File: src/mfbr_pkg.sv
// shared types and constants for the mono frame block repacker
// no dependencies; imported by mfbr_window_calc and mono_frame_block_repacker
package mfbr_pkg;

  localparam int PANEL_WIDTH_DEF  = 400;
  localparam int PANEL_HEIGHT_DEF = 300;
  localparam int COLUMN_GROUP_DEF = 8;

  // widths sized for the full parameter range
  localparam int COL_W = 10;
  localparam int ROW_W = 8;
  localparam int Q_SHIFT = 16;

  localparam logic [5:0] COL_ADDR_BASE = 6'h12;

  localparam logic [1:0] OP_LOAD = 2'd0;
  localparam logic [1:0] OP_OPEN = 2'd1;
  localparam logic [1:0] OP_EMIT = 2'd2;

  localparam logic KIND_WINDOW = 1'b0;
  localparam logic KIND_PIXEL  = 1'b1;

  typedef struct packed {
    logic [1:0]  opcode;
    logic [13:0] src_address;
    logic [7:0]  src_byte;
    logic [7:0]  block_x;
    logic [6:0]  block_y;
    logic [7:0]  block_w;
    logic [6:0]  block_h;
  } cmd_t;

  typedef struct packed {
    logic       result_kind;
    logic [5:0] col_addr_first;
    logic [5:0] col_addr_final;
    logic [6:0] page_first;
    logic [6:0] page_final;
    logic       window_empty;
    logic [7:0] packed_byte;
    logic       last_byte;
  } result_t;

  typedef struct packed {
    logic             empty;
    logic [7:0]       col_start;
    logic [COL_W-1:0] col_count;
    logic [6:0]       row_start;
    logic [ROW_W-1:0] row_count;
    logic [5:0]       col_addr_first;
    logic [5:0]       col_addr_final;
    logic [6:0]       page_first;
    logic [6:0]       page_final;
  } win_info_t;

  typedef enum logic [2:0] {
    ST_IDLE,
    ST_WIN,
    ST_EMIT_ADDR,
    ST_EMIT_READ,
    ST_EMIT_LAST
  } state_t;

endpackage

File: src/mfbr_window_calc.sv
// three-stage window setup: quotient estimate, quotient correction, clamping and address report
// depends on mfbr_pkg; instantiated by mono_frame_block_repacker
module mfbr_window_calc #(
  parameter int PANEL_WIDTH  = mfbr_pkg::PANEL_WIDTH_DEF,
  parameter int PANEL_HEIGHT = mfbr_pkg::PANEL_HEIGHT_DEF,
  parameter int COLUMN_GROUP = mfbr_pkg::COLUMN_GROUP_DEF
) (
  input  logic               clk,
  input  logic               rst,
  input  logic               go,
  input  mfbr_pkg::cmd_t     cmd,
  output logic               valid,
  output mfbr_pkg::win_info_t info
);
  import mfbr_pkg::*;

  localparam int BLOCK_COLS = PANEL_WIDTH / 2;
  localparam int BLOCK_ROWS = PANEL_HEIGHT / 4;
  localparam int RECIP      = (1 << Q_SHIFT) / COLUMN_GROUP;
  localparam int LAST_GRP   = (BLOCK_COLS - 1) / COLUMN_GROUP;

  // stage 1: quotient estimates
  logic        s1_valid;
  logic [7:0]  s1_bx;
  logic [10:0] s1_vhi;
  logic [6:0]  s1_by;
  logic [7:0]  s1_row_hi;
  logic [7:0]  s1_qlo;
  logic [10:0] s1_qhi;

  // stage 2: corrected quotients
  logic        s2_valid;
  logic [7:0]  s2_qlo;
  logic [10:0] s2_qhi;
  logic [6:0]  s2_by;
  logic [7:0]  s2_row_hi;

  logic [10:0] vhi;
  logic [27:0] prod_lo;
  logic [27:0] prod_hi;
  logic [15:0] rem_lo;
  logic [15:0] rem_hi;
  logic        fix_lo;
  logic        fix_hi;

  logic [15:0] col_lo;
  logic [15:0] col_raw;
  logic [15:0] col_hi;
  logic [8:0]  row_hi_c;
  logic        empty;
  logic [10:0] grp_final;

  assign vhi     = 11'(cmd.block_x) + 11'(cmd.block_w) + 11'(COLUMN_GROUP - 1);
  assign prod_lo = 28'(cmd.block_x) * 28'(RECIP);
  assign prod_hi = 28'(vhi) * 28'(RECIP);

  always_ff @(posedge clk) begin
    s1_bx     <= cmd.block_x;
    s1_vhi    <= vhi;
    s1_by     <= cmd.block_y;
    s1_row_hi <= 8'(cmd.block_y) + 8'(cmd.block_h);
    s1_qlo    <= 8'(prod_lo >> Q_SHIFT);
    s1_qhi    <= 11'(prod_hi >> Q_SHIFT);
  end

  assign rem_lo = 16'(s1_bx) - 16'(s1_qlo) * 16'(COLUMN_GROUP);
  assign rem_hi = 16'(s1_vhi) - 16'(s1_qhi) * 16'(COLUMN_GROUP);
  assign fix_lo = rem_lo >= 16'(COLUMN_GROUP);
  assign fix_hi = rem_hi >= 16'(COLUMN_GROUP);

  always_ff @(posedge clk) begin
    s2_qlo    <= s1_qlo + 8'(fix_lo);
    s2_qhi    <= s1_qhi + 11'(fix_hi);
    s2_by     <= s1_by;
    s2_row_hi <= s1_row_hi;
  end

  assign col_lo   = 16'(s2_qlo) * 16'(COLUMN_GROUP);
  assign col_raw  = 16'(s2_qhi) * 16'(COLUMN_GROUP);
  assign col_hi   = (col_raw > 16'(BLOCK_COLS)) ? 16'(BLOCK_COLS) : col_raw;
  assign row_hi_c = (9'(s2_row_hi) > 9'(BLOCK_ROWS)) ? 9'(BLOCK_ROWS) : 9'(s2_row_hi);
  assign empty    = (col_hi <= col_lo) || (row_hi_c <= 9'(s2_by));
  assign grp_final = (col_raw > 16'(BLOCK_COLS)) ? 11'(LAST_GRP) : s2_qhi - 11'd1;

  always_ff @(posedge clk) begin
    info.empty     <= empty;
    info.col_start <= s2_qlo * 8'(COLUMN_GROUP);
    info.col_count <= COL_W'(col_hi - col_lo);
    info.row_start <= s2_by;
    info.row_count <= ROW_W'(row_hi_c - 9'(s2_by));
    if (empty) begin
      info.col_addr_first <= '0;
      info.col_addr_final <= '0;
      info.page_first     <= '0;
      info.page_final     <= '0;
    end else begin
      info.col_addr_first <= COL_ADDR_BASE + 6'(s2_qlo);
      info.col_addr_final <= COL_ADDR_BASE + 6'(grp_final);
      info.page_first     <= s2_by;
      info.page_final     <= 7'(row_hi_c - 9'd1);
    end
  end

  always_ff @(posedge clk) begin
    if (rst) begin
      s1_valid <= 1'b0;
      s2_valid <= 1'b0;
      valid    <= 1'b0;
    end else begin
      s1_valid <= go;
      s2_valid <= s1_valid;
      valid    <= s2_valid;
    end
  end

endmodule

File: config.mk
export PLATFORM = sky130hd
export DESIGN_NAME = mfbr_window_calc
export DESIGN_NICKNAME = d
export VERILOG_FILES = /design/src/mfbr_pkg.sv /design/src/mfbr_window_calc.sv
export SDC_FILE = /design/constraint.sdc
export NUM_CORES = 1
export LEC_CHECK = 0
export BUFFER_PORTS_ARGS = -buffer_cell sky130_fd_sc_hd__buf_2
export CORE_MARGIN = 2
export CORE_UTILIZATION = 55
export CTS_BUF_LIST = sky130_fd_sc_hd__clkbuf_16
export DETAILED_ROUTE_END_ITERATION = 8
export GPL_ROUTABILITY_DRIVEN = 0
export PLACE_DENSITY = 0.84
export SETUP_SLACK_MARGIN = 0.02
export SKIP_CTS_REPAIR_TIMING = 1
export SYNTH_ARGS = -nofsm -noshare
export SYNTH_HDL_FRONTEND = slang
export SYNTH_SLANG_ARGS = --single-unit
File: constraint.sdc
create_clock -name clk -period 5.5 [get_ports clk]
set_clock_uncertainty 0.05 [all_clocks]
set_input_delay 1.1 -clock clk [delete_from_list [all_inputs] [get_ports clk]]
set_output_delay 1.1 -clock clk [all_outputs]
set_load 0.03 [all_outputs]
After elaboration in Yosys (flattened, before gate mapping)
Cells that the tools add are included.
Word-level totals
  memories: 0
  bits in read-only memories: 0
  bits in writable memories: 0
  input port bits: 57
  latch bits: 0
  bits in registers: 134
Operators by class
  shift operators: 0
  equality and inequality tests: 0
  reduce and logical (&&, ||, !) cells: 1
  add/sub/neg operators: 13
  magnitude comparators: 6
  $mul: 0
  multiplexer cells: 3
  div/mod/pow operators: 0
  bitwise logic cells: 0
Operator list (count)
  $ge A16 B4 Y1 const B: 2
  $add A5 B6 Y6 const A: 2
  $gt A11 B8 Y1 const B: 1
  $le A11 B9 Y1: 1
  $mux W11: 1
  $sub A10 B10 Y11: 1
  $add A9 B3 Y10 const B: 1
  $sub A10 B9 Y10: 1
  $add A8 B8 Y9: 1
  $sub A8 B8 Y9: 1
  $add A7 B1 Y8: 1
  $add A7 B7 Y8: 1
  $gt A8 B7 Y1 const B: 1
  $le A8 B7 Y1: 1
  $mux W8: 1
  $sub A8 B7 Y8: 1
  $sub A7 B1 Y7 const B: 1
  $add A5 B1 Y6: 1
  $mux W6: 1
  $sub A6 B1 Y6 const B: 1
  $logic_or A1 B1 Y1: 1

Depth between registers and ports, before layout
Gate-level depths: netlist of the first run.
  depth in word-level cells: 4
  depth in mapped cells: 13
  depth with buffers taken out: 12

Least setup slack after synthesis of the first run
No wires, ideal clock.
  path type: input to register
  from: input port cmd[9] (netlist name)
  to: register s1_vhi[8]
  setup slack: 2.628 ns
  arrival: 2.695 ns
  library setup time: 0.128 ns
  cell stages on the path: 9
  cell sequence: inv_1 > ha_1 > inv_1 > ha_1 > inv_1 > o31a_1 > nor3b_1 > a311oi_1 > xnor2_1
On the way
  longest elaborated chain between the ends: 2
RTL lines
  start: declaration: line mfbr_window_calc.sv:11  | input mfbr_pkg::cmd_t cmd,
  $add A8 B8 Y9: line mfbr_window_calc.sv:53  | assign vhi = 11'(cmd.block_x) + 11'(cmd.block_w) + 11'(COLUMN_GROUP - 1);
  $add A9 B3 Y10: line mfbr_window_calc.sv:53
  named net prod_hi[21]: line mfbr_window_calc.sv:40  | logic [27:0] prod_hi;
  end signal: assignment: line mfbr_window_calc.sv:59  | s1_vhi <= vhi;
  end: declaration: line mfbr_window_calc.sv:25  | logic [10:0] s1_vhi;
The timed path passes the listed nets, and every way through them passes these cells.
A chain may end at the register's enable or synchronous reset.

Final worst setup path of the first run
  from: register s2_row_hi[5]
  to: register info[14] (netlist name)
On the way
  longest elaborated chain between the ends: 4
RTL lines
  start: declaration: line mfbr_window_calc.sv:36  | logic [7:0] s2_row_hi;
  start signal: assignment: line mfbr_window_calc.sv:75  | s2_row_hi <= s1_row_hi;
  $gt A8 B7 Y1: line mfbr_window_calc.sv:81  | assign row_hi_c = (9'(s2_row_hi) > 9'(BLOCK_ROWS)) ? 9'(BLOCK_ROWS) : 9'(s2_row_hi);
  $mux W8 (*): line mfbr_window_calc.sv:81
  $le A8 B7 Y1 (*): line mfbr_window_calc.sv:82  | assign empty = (col_hi <= col_lo) || (row_hi_c <= 9'(s2_by));
  $logic_or A1 B1 Y1 (*): line mfbr_window_calc.sv:82
  end: declaration: line mfbr_window_calc.sv:13  | output mfbr_pkg::win_info_t info
Mark *: on every way between the ends. The rest lies on a longest branch, timed or not.

==> metrics.md, run 1 <==
| Metric | Value |
|---|---|
| Dpl cells | `approximately 570` |
| Max-slew violations | `0` |
| Clk slew on worst S/H paths | `about 0.070 ns` |
| Register area share after synthesis | `a little over half` |
| Vias | `2874` |
| Critical Path Start Type | `register` |
| Die W | `90.1 um` |
| Clock latency at the later pin of the worst-skew pair | `about 0.35 ns` |
| Number of synthesized flops with an enable pin | `0` |
| Final setup fails | `0` |
| Layout cells sized above 1 | `23.4%` |
| HPWL Detailed | `between 5000 and 6000 um` |
| Post-layout min period | `3.32 ns` |
| Drt first pass iters | `4` |
| Int Power | `roughly 1.5 mW` |
| CTS Buf Count | `9` |
| Die area | `around 8100 um2` |
| Avg Synthesized Cell Area | `about 11 um2` |
| Switching Fraction | `about a third` |
| Clk buf depth | `2` |
| Register area | `2220 um2` |
| Comb pwr share | `28.7%` |
| WL/cell | `roughly 12 um` |
| Power consumption | `about 2.3 mW` |
| Critical Path Slowest Stage Cell | `o211ai_4` |
| Register share of total power | `~44%` |
| H-tree depth | `3` |
| CP Data Required Time | `5.64 ns` |
| CP Cell Sequence | `a211o_1, a21oi_1, nor2b_1, ha_1, inv_1, fa_1, a31o_2, o211ai_4, nor3_1` |
| Hold slack | `approximately 0.28 ns` |
| Fmax | `approximately 300 MHz` |
| Top-Level Pins | `118` |
| # rows | `31` |
| WL final | `7240 um` |
| Starting Density | `a little under three fifths` |
| Starting DRT DRC Count | `just under 200` |
| Final net count | `between 500 and 600` |
| Post-synth top area share | `a little over half` |
| Max FO, Critical Path | `27` |
| # diodes | `0` |
| Number of global-route vias before repair | `2762` |
| Area leader, netlist | `dfxtp_1` |
| Dpl ws | `2.20 ns` |
| Via-to-Cell Ratio | `4.95` |
| Mapped cell area | `4080 um2` |
| DIE HEIGHT | `90.1 um` |
| Worst vdd ir | `around 0.22 mV` |
| Area of the multi-input gates | `around 1700 um2` |
| Least-Margin Pin Slew | `approximately 0.76 ns` |
| Final cell count without fillers | `slightly below 600` |
| Initial antenna violation count | `0` |
| Global-route wire length before repair | `12000 um` |
| Crit Path Category | `register to register` |
| PortBufs | `87` |
| # DRC | `0` |
| Lkg Pwr | `between 2 and 2.5 nW` |
| Status | `complete, no violations` |
| Sink Count | `approximately 110` |
| Synthesized instance count | `about 380` |
| Clock Power Share | `a little over a quarter` |
| NetSw | `approximately 0.80 mW` |
| Synth area leaders | `dfxtp_1 54%, ha_1 11%, xnor2_1 3.9%` |
| Post-synthesis cell type count | `48` |
| Core Util, Final | `67.7%` |
| #FFs+latches synth | `around 110` |
| Fin crit share | `between 60 and 70%` |
| Crit path DAT | `between 3 and 4 ns` |
| Design Area, Final | `about 5000 um2` |
| Filler cells | `between 500 and 600` |
| Async SR Flop Fraction | `0%` |
| Max-slew headroom | `~49%` |
| Post-route setup TNS | `0 ns` |
| CTS tree | `yes` |
| Area of the core | `just over 7000 um2` |
| Ys flop type | `dfxtp_1` |
| GRT overflow | `0` |
| Final ANT Viol Nets | `0` |
| Power Density | `between 400 and 500 nW/um2` |
| Min-delay worst type | `register to register` |
| Largest net degree at the start of global routing | `28` |
| Area delta synth->final | `19.8%` |
| Most frequent cells in the layout | `111 x dfxtp_1, 87 x buf_2, 40 x nor2_1, 38 x inv_1, 36 x ha_1` |
| CTS root buf | `clkbuf_16` |
| RSZ-0062 raised after global routing | `no` |
| Worst Setup Slack, final | `approximately 2.2 ns` |
| Worst path max stage delay | `0.65 ns` |
| Flop2flop setup slack | `around 2.2 ns` |
| Nature of the critical path endpoint | `register` |
| Yosys warns | `0` |
| Max cap viols | `0` |
| Total GRT Usage | `between 10% and 20%` |
| Leading cell type in the layout, fill and taps excluded | `dfxtp_1` |
| Final hold vios | `0` |
| DP Area | `4580 um2` |
-- flip-flops by register name, indices dropped and copies added (netlist names) --
signal and flops:
s1_valid 1, s1_qhi 1, s1_by 7, s2_by 7, valid 1, s2_valid 1, s2_qlo 5, info 54
s1_qlo 1, s2_qhi 7, s2_row_hi 8, s1_bx 4, s1_row_hi 8, s1_vhi 6
-- kinds of logic (layout without fill, tap and decap cells) --
logic type	Yosys count	after routing	share of synthesized area [%]
buffers and inverters	47	141	5.28
adders and majority gates	40	40	12.8
other	1	6	0.0920
AOI/OAI and AO/OA	59	59	10.2
xor gates and xnor gates	23	23	4.94
and+or+nand+nor	102	102	12.2
DFF	111	111	54.5
-- synthesized netlist by cell type (3+ instances only) --
library cell,instances
ha_1,36
nand3_1,4
nor3_1,9
a311oi_1,3
o21bai_1,3
nor2b_1,12
buf_4,6
nand2b_1,4
a21oi_1,18
xor2_1,5
o21a_1,3
and3_1,3
o21ai_0,8
inv_1,38
fa_1,3
nor3b_1,3
nand2_1,14
a21o_1,4
dfxtp_1,111
nor2_1,40
xnor2_1,18
-- cell type report --
| cell class | count | area share [%] |
|---|---|---|
| Timing Repair Buffer | 87 | 8.91 |
| Clock buffer | 9 | 4.61 |
| Inverter | 38 | 2.92 |
| Multi-Input combinational cell | 230 | 34.0 |
| Clock inverter | 7 | 1.56 |
| Tap cell | 99 | 2.54 |
| Sequential cell | 111 | 45.5 |
-- power by group through the flow --
stage / combinational (mW) / clock, mW / sequential [mW]
4_1_cts: 0.664 / 0.641 / 1.01
5_1_grt: 0.722 / 0.677 / 1.03
3_3_place_gp: 0.632 / 0 / 1.02
2_1_floorplan: 0.332 / 0 / 1.19
3_5_place_dp: 0.658 / 0 / 1.03
6_report: 0.661 / 0.630 / 1.01
-- final timing paths --
kind	depth (start not counted)	end	start
max	9	info[14]	s2_row_hi[5]
min	0	s2_qhi[6]	s1_qhi[6]
max reg2reg	9	info[14]	s2_row_hi[5]
min reg2reg	0	s2_qhi[6]	s1_qhi[6]
-- critical path: cells and delay by family (launching register included) --
| kind | cells | cell delay [ns] |
|---|---|---|
| flops | 1 | 0.37 |
| fa+ha+maj | 2 | 0.58 |
| compound gates | 4 | 1.71 |
| buf+inv | 1 | 0.06 |
| simple gates | 2 | 0.40 |
-- per-layer routing --
layer | track usage (%) | vias to the layer above | part of all wire (%)
li1 | - | 1461 | -
met1 | 22.6 | 1308 | 43
met2 | 30.1 | 93 | 49
met3 | 4.95 | 12 | 5.7
met4 | 7.95 | 0 | 1.6
met5 | 0 | - | 0
Power figures use the tool's default switching activity.
==> run 2: changes to the inputs <==
--- a/config.mk
+++ b/config.mk
@@ -7,11 +7,11 @@
 export LEC_CHECK = 0
 export BUFFER_PORTS_ARGS = -buffer_cell sky130_fd_sc_hd__buf_2
 export CORE_MARGIN = 2
-export CORE_UTILIZATION = 55
+export CORE_UTILIZATION = 51
 export CTS_BUF_LIST = sky130_fd_sc_hd__clkbuf_16
 export DETAILED_ROUTE_END_ITERATION = 8
 export GPL_ROUTABILITY_DRIVEN = 0
-export PLACE_DENSITY = 0.84
+export PLACE_DENSITY = 0.79
 export SETUP_SLACK_MARGIN = 0.02
 export SKIP_CTS_REPAIR_TIMING = 1
 export SYNTH_ARGS = -nofsm -noshare
==> constraint.sdc (replaced) <==
create_clock -name clk -period 3.11 [get_ports clk]
set_clock_uncertainty 0.05 [all_clocks]
set_input_delay 0.622 -clock clk [delete_from_list [all_inputs] [get_ports clk]]
set_output_delay 0.622 -clock clk [all_outputs]
set_load 0.03 [all_outputs]
==> run 2 against run 1 <==
Critical path depth up 4. Final cell count up 2.1%. Register-to-register slack worse by 2.0 ns. Global-route usage down 1.3 points. Wire length down 1.3%. Sequential power up 77%. Cell area up 2.6%. Clock-buffer cell count unchanged. Via count down 0.45%. First-iteration DRC count down 36%. Critical endpoint is now info[4]. Largest cell class unchanged. Highest routed layer unchanged.
==> metrics.md, run 2 (same netlist as run 1, synthesis figures left out) <==
| Metric | Value |
|---|---|
| CTS root buf | `clkbuf_16` |
| Design Area, Final | `about 5000 um2` |
| Clock latency at the later pin of the worst-skew pair | `around 0.34 ns` |
| CP Cell Sequence | `inv_1, ha_2, o21bai_2, a311o_1, nor2_1, ha_2, fa_2, nor2b_1, o31a_1, o221a_4, o211ai_4, buf_4, nor2_1` |
| Starting DRT DRC Count | `~130` |
| Status | `complete, no violations` |
| Clock Power Share | `26.6%` |
| Lkg Pwr | `between 2 and 2.5 nW` |
| Max cap viols | `0` |
| GRT overflow | `0` |
| Sink Count | `roughly 110` |
| # DRC | `0` |
| Post-layout min period | `just under 3 ns` |
| Final hold vios | `0` |
| Top-Level Pins | `roughly 120` |
| Layout cells sized above 1 | `26.3%` |
| Switching Fraction | `34.3%` |
| RSZ-0062 raised after global routing | `no` |
| Max-slew headroom | `a little under two thirds` |
| Nature of the critical path endpoint | `register` |
| Number of global-route vias before repair | `2698` |
| PortBufs | `just under 90` |
| # diodes | `0` |
| Worst Setup Slack, final | `just over 0.2 ns` |
| HPWL Detailed | `5250 um` |
| Initial antenna violation count | `0` |
| NetSw | `between 1 and 1.5 mW` |
| Worst vdd ir | `between 0.3 and 0.4 mV` |
| Core Util, Final | `about two thirds` |
| Min-delay worst type | `register to register` |
| H-tree depth | `3` |
| Crit Path Category | `register to register` |
| Area delta synth->final | `22.9%` |
| Max-slew violations | `0` |
| Max reg flops | `54` |
| Die W | `approximately 93 um` |
| Worst path max stage delay | `approximately 0.37 ns` |
| # rows | `32` |
| Least-Margin Pin Slew | `roughly 0.55 ns` |
| Vias | `between 2000 and 3000` |
| CTS tree | `yes` |
| Clk buf depth | `2` |
| Area of the core | `between 7000 and 8000 um2` |
| Total GRT Usage | `17.0%` |
| Most frequent cells in the layout | `109 x dfxtp_1, 87 x buf_2, 40 x nor2_1, 38 x inv_1, 34 x ha_1` |
| Critical Path Start Type | `register` |
| Int Power | `about 2.7 mW` |
| Via-to-Cell Ratio | `just under 5` |
| Clk slew on worst S/H paths | `roughly 0.080 ns` |
| CTS Buf Count | `9` |
| Fin crit share | `93.4%` |
| Starting Density | `52.8%` |
| Power Density | `about 820 nW/um2` |
| Die area | `between 8000 and 9000 um2` |
| Comb pwr share | `a little under a third` |
| Register share of total power | `43.2%` |
| Dpl ws | `approximately 0.015 ns` |
| Final net count | `582` |
| DP Area | `between 4000 and 5000 um2` |
| Fmax | `344 MHz` |
| Critical Path Slowest Stage Cell | `a311o_1` |
| Largest net degree at the start of global routing | `22` |
| Max FO, Critical Path | `7` |
| Global-route wire length before repair | `~12000 um` |
| Biggest register | `info` |
| CP Data Required Time | `approximately 3.3 ns` |
| Final ANT Viol Nets | `0` |
| Crit path DAT | `3.10 ns` |
| WL final | `7140 um` |
| Final setup fails | `0` |
| Regs by FF count | `info (54), s1_row_hi (8), s2_row_hi (8)` |
| DIE HEIGHT | `93.4 um` |
| WL/cell | `12.0 um` |
| Drt first pass iters | `4` |
| Post-route setup TNS | `0 ns` |
| Leading cell type in the layout, fill and taps excluded | `dfxtp_1` |
==> run 2: changes by cell type in the layout (fill, tap and decap cells not counted), sizes merged <==
cell	change
o211ai	+1
inv	-4
clkinvlp	+1
buf	+8
clkinv	+3
==> run 2: layout make-up <==
type	instances	area (um2)
fill	625	2720
sequential	111	2230
multi-input combinational	231	1710
clock inverter	7	82.6
inverter	38	143
timing repair buffer	95	499
tap	102	128
clock buffer	9	225
==> run 2: path summary, 6_finish.rpt <==
path | start | to | cells past startpoint | slack, ns
setup reg to reg | s2_qhi[0] | info[4] | 13 | 0.20
hold reg to reg | s1_qhi[6] | s2_qhi[6] | 0 | 0.28
setup / recovery | s2_qhi[0] | info[4] | 13 | 0.20
hold / removal | s1_qhi[6] | s2_qhi[6] | 0 | 0.28
==> run 2: per-stage QoR <==
step                      power, mW  cells  hold slack (ns)
after floorplan                2.69    388            0.260
after global placement         2.96    573            0.259
after detailed placement       3.00    573            0.262
after CTS                      4.10    589            0.277
after global routing           4.36    593            0.285
final                          4.13    593            0.278
==> run 2: power groups by stage <==
stage / sequential, mW / combinational (mW) / clock [mW]
finish: 1.79 / 1.24 / 1.10
global route: 1.81 / 1.37 / 1.18
CTS: 1.78 / 1.19 / 1.12
detailed placement: 1.82 / 1.18 / 0
global placement: 1.81 / 1.15 / 0
floorplan: 2.10 / 0.587 / 0
==> run 2: per-layer routing <==
metal  global-route usage, %  share of wire, %  up-vias
li1                        -                 -     1480
met1                    21.6                46     1297
met2                    27.3                47       75
met3                    4.51               5.2        9
met4                    7.11               1.6        0
met5                       0                 0        -
==> run 2: critical path, delay by kind of cell, from the launching register on <==
kind | cells | cell delay, ns
simple gates | 3 | 0.23
fa+ha+maj | 3 | 0.65
compound gates | 5 | 1.25
flops | 1 | 0.36
buf+inv | 2 | 0.26
==> run 3: changes to the inputs <==
--- a/config.mk
+++ b/config.mk
@@ -6,12 +6,13 @@
 export NUM_CORES = 1
 export LEC_CHECK = 0
 export BUFFER_PORTS_ARGS = -buffer_cell sky130_fd_sc_hd__buf_2
+export CORE_ASPECT_RATIO = 1.4
 export CORE_MARGIN = 2
 export CORE_UTILIZATION = 51
 export CTS_BUF_LIST = sky130_fd_sc_hd__clkbuf_16
 export DETAILED_ROUTE_END_ITERATION = 8
 export GPL_ROUTABILITY_DRIVEN = 0
-export PLACE_DENSITY = 0.79
+export PLACE_DENSITY = 0.81
 export SETUP_SLACK_MARGIN = 0.02
 export SKIP_CTS_REPAIR_TIMING = 1
 export SYNTH_ARGS = -nofsm -noshare
==> run 3 against run 2 <==
Clock-buffer cell count is the same. Register-to-register slack about the same. First-iteration DRC count is 5.5% higher. Maximum frequency about the same. Via count decreased by 0.35%. Sequential share of layout area rose by 0.069 points. Cell area down 0.32%. Critical path type unchanged. Largest cell class unchanged. Highest routed layer unchanged.
==> metrics.md, run 3 (same netlist as run 1, synthesis figures left out) <==
| Metric | Value |
|---|---|
| Drt first pass iters | `5` |
| Largest net degree at the start of global routing | `20` |
| GRT overflow | `0` |
| Max-slew headroom | `around 63%` |
| Area delta synth->final | `22.5%` |
| Area of the core | `between 7000 and 8000 um2` |
| Vias | `approximately 2900` |
| Power Density | `roughly 830 nW/um2` |
| # diodes | `0` |
| Clk slew on worst S/H paths | `around 0.070 ns` |
| HP Start | `s1_qlo[4]` |
| Clock Power Share | `26.6%` |
| Layout cells sized above 1 | `between 20% and 30%` |
| Most frequent cells in the layout | `110 x dfxtp_1, 87 x buf_2, 40 x nor2_1, 39 x inv_1, 36 x ha_1` |
| H-tree depth | `3` |
| Nature of the critical path endpoint | `register` |
| Number of global-route vias before repair | `around 2600` |
| Reg2Reg Depth | `13` |
| RSZ-0062 raised after global routing | `no` |
| Flop2flop setup slack | `0.20 ns` |
| CTS tree | `yes` |
| Max-slew violations | `0` |
| Crit Path Category | `register to register` |
| DP Area | `between 4000 and 5000 um2` |
| Top-Level Pins | `approximately 120` |
| Status | `complete, no violations` |
| Via-to-Cell Ratio | `4.81` |
| Global-route wire length before repair | `between 10000 and 15000 um` |
| Fmax | `344 MHz` |
| Crit path DAT | `about 3.1 ns` |
| Comb pwr share | `approximately 30%` |
| Fin crit share | `slightly above 90%` |
| Max reg flops | `54` |
| Final hold vios | `0` |
| Lkg Pwr | `around 2.4 nW` |
| Starting DRT DRC Count | `about 130` |
| Critical Path Start Type | `register` |
| Post-layout min period | `~2.9 ns` |
| DIE HEIGHT | `roughly 110 um` |
| Worst R2R Start | `s2_qhi[0]` |
| Switching Fraction | `around a third` |
| Final cell count without fillers | `about 590` |
| # DRC | `0` |
| Biggest register | `info` |
| Max cap viols | `0` |
| HPWL Detailed | `5190 um` |
| WL/cell | `12.0 um` |
| Sink Count | `roughly 110` |
| CTS Buf Count | `9` |
| NetSw | `between 1 and 1.5 mW` |
| R2r endpoint | `info[13]` |
| Int Power | `between 2 and 3 mW` |
| Power consumption | `just over 4 mW` |
| Total GRT Usage | `about 17%` |
| Design Area, Final | `around 5000 um2` |
| Final ANT Viol Nets | `0` |
| WL final | `between 7000 and 8000 um` |
| Core Util, Final | `between 60% and 70%` |
| Dpl cells | `570` |
| Final net count | `just under 600` |
| Initial antenna violation count | `0` |
| CTS root buf | `clkbuf_16` |
| Worst hold path depth | `0` |
| CP Data Required Time | `between 3 and 4 ns` |
| Least-Margin Pin Slew | `around 0.55 ns` |
| Leading cell type in the layout, fill and taps excluded | `dfxtp_1` |
| Starting Density | `52.6%` |
| # rows | `38` |
| Register share of total power | `43.1%` |
| Die W | `just under 80 um` |
| Min-delay worst type | `register to register` |
| Post-route setup TNS | `0 ns` |
| Max FO, Critical Path | `8` |
| Regs by FF count | `info (54), s1_row_hi (8), s2_row_hi (8)` |
| PortBufs | `87` |
| Clk buf depth | `2` |
| Final setup fails | `0` |
| Worst Hold End | `s2_qlo[4]` |
| Die area | `8740 um2` |
| Worst vdd ir | `about 0.47 mV` |
| Clock latency at the later pin of the worst-skew pair | `0.34 ns` |
run 3: how the worst max path moves through the flow:
stage,start,end,depth (start not counted)
3_3_place_gp,s2_qhi[1],info[9],13
3_5_place_dp,s2_qhi[1],info[9],13
2_1_floorplan,s2_row_hi[5],info[21],10
6_report,s2_qhi[0],info[13],13
5_1_grt,s2_qhi[1],info[13],13
4_1_cts,s2_qhi[1],info[1],13
run 3: stage by stage:
step	setup slack (ns)	hold slack (ns)
2_1_floorplan	0.404	0.260
3_3_place_gp	0.127	0.262
3_5_place_dp	0.0604	0.262
4_1_cts	-0.0311	0.278
5_1_grt	0.0173	0.285
6_report	0.202	0.277
run 3: area by class of cell:
type	count	area, um2
tap	100	125
sequential	111	2220
inverter	38	143
clock buffer	9	225
multi-input combinational	231	1700
clock inverter	7	72.6
fill	635	2760
timing repair buffer	97	510
run 3: power groups by stage:
stage	registers [mW]	clock network [mW]	logic [mW]
global route	1.81	1.19	1.37
detailed placement	1.81	0	1.18
floorplan	2.10	0	0.587
global placement	1.80	0	1.14
finish	1.78	1.10	1.25
CTS	1.78	1.12	1.19
run 3: metal layers:
layer	GRT usage (%)	up-vias	wire length (um)
met1	18.6	1277	2930
li1	-	1475	-
met5	0	-	0
met2	27.9	86	3540
met3	4.84	13	435
met4	9.73	0	182
run 3: critical path: stages, from the launching register on:
cell and delay [ns]:
dfxtp_1 0.31, buf_4 0.15, ha_1 0.20, o21bai_2 0.17
a311o_1 0.27, nor2_1 0.07, ha_1 0.21, fa_2 0.37
nor2b_2 0.15, o31a_1 0.22, o221a_4 0.23, o211ai_4 0.13
buf_4 0.19, nor2_1 0.11
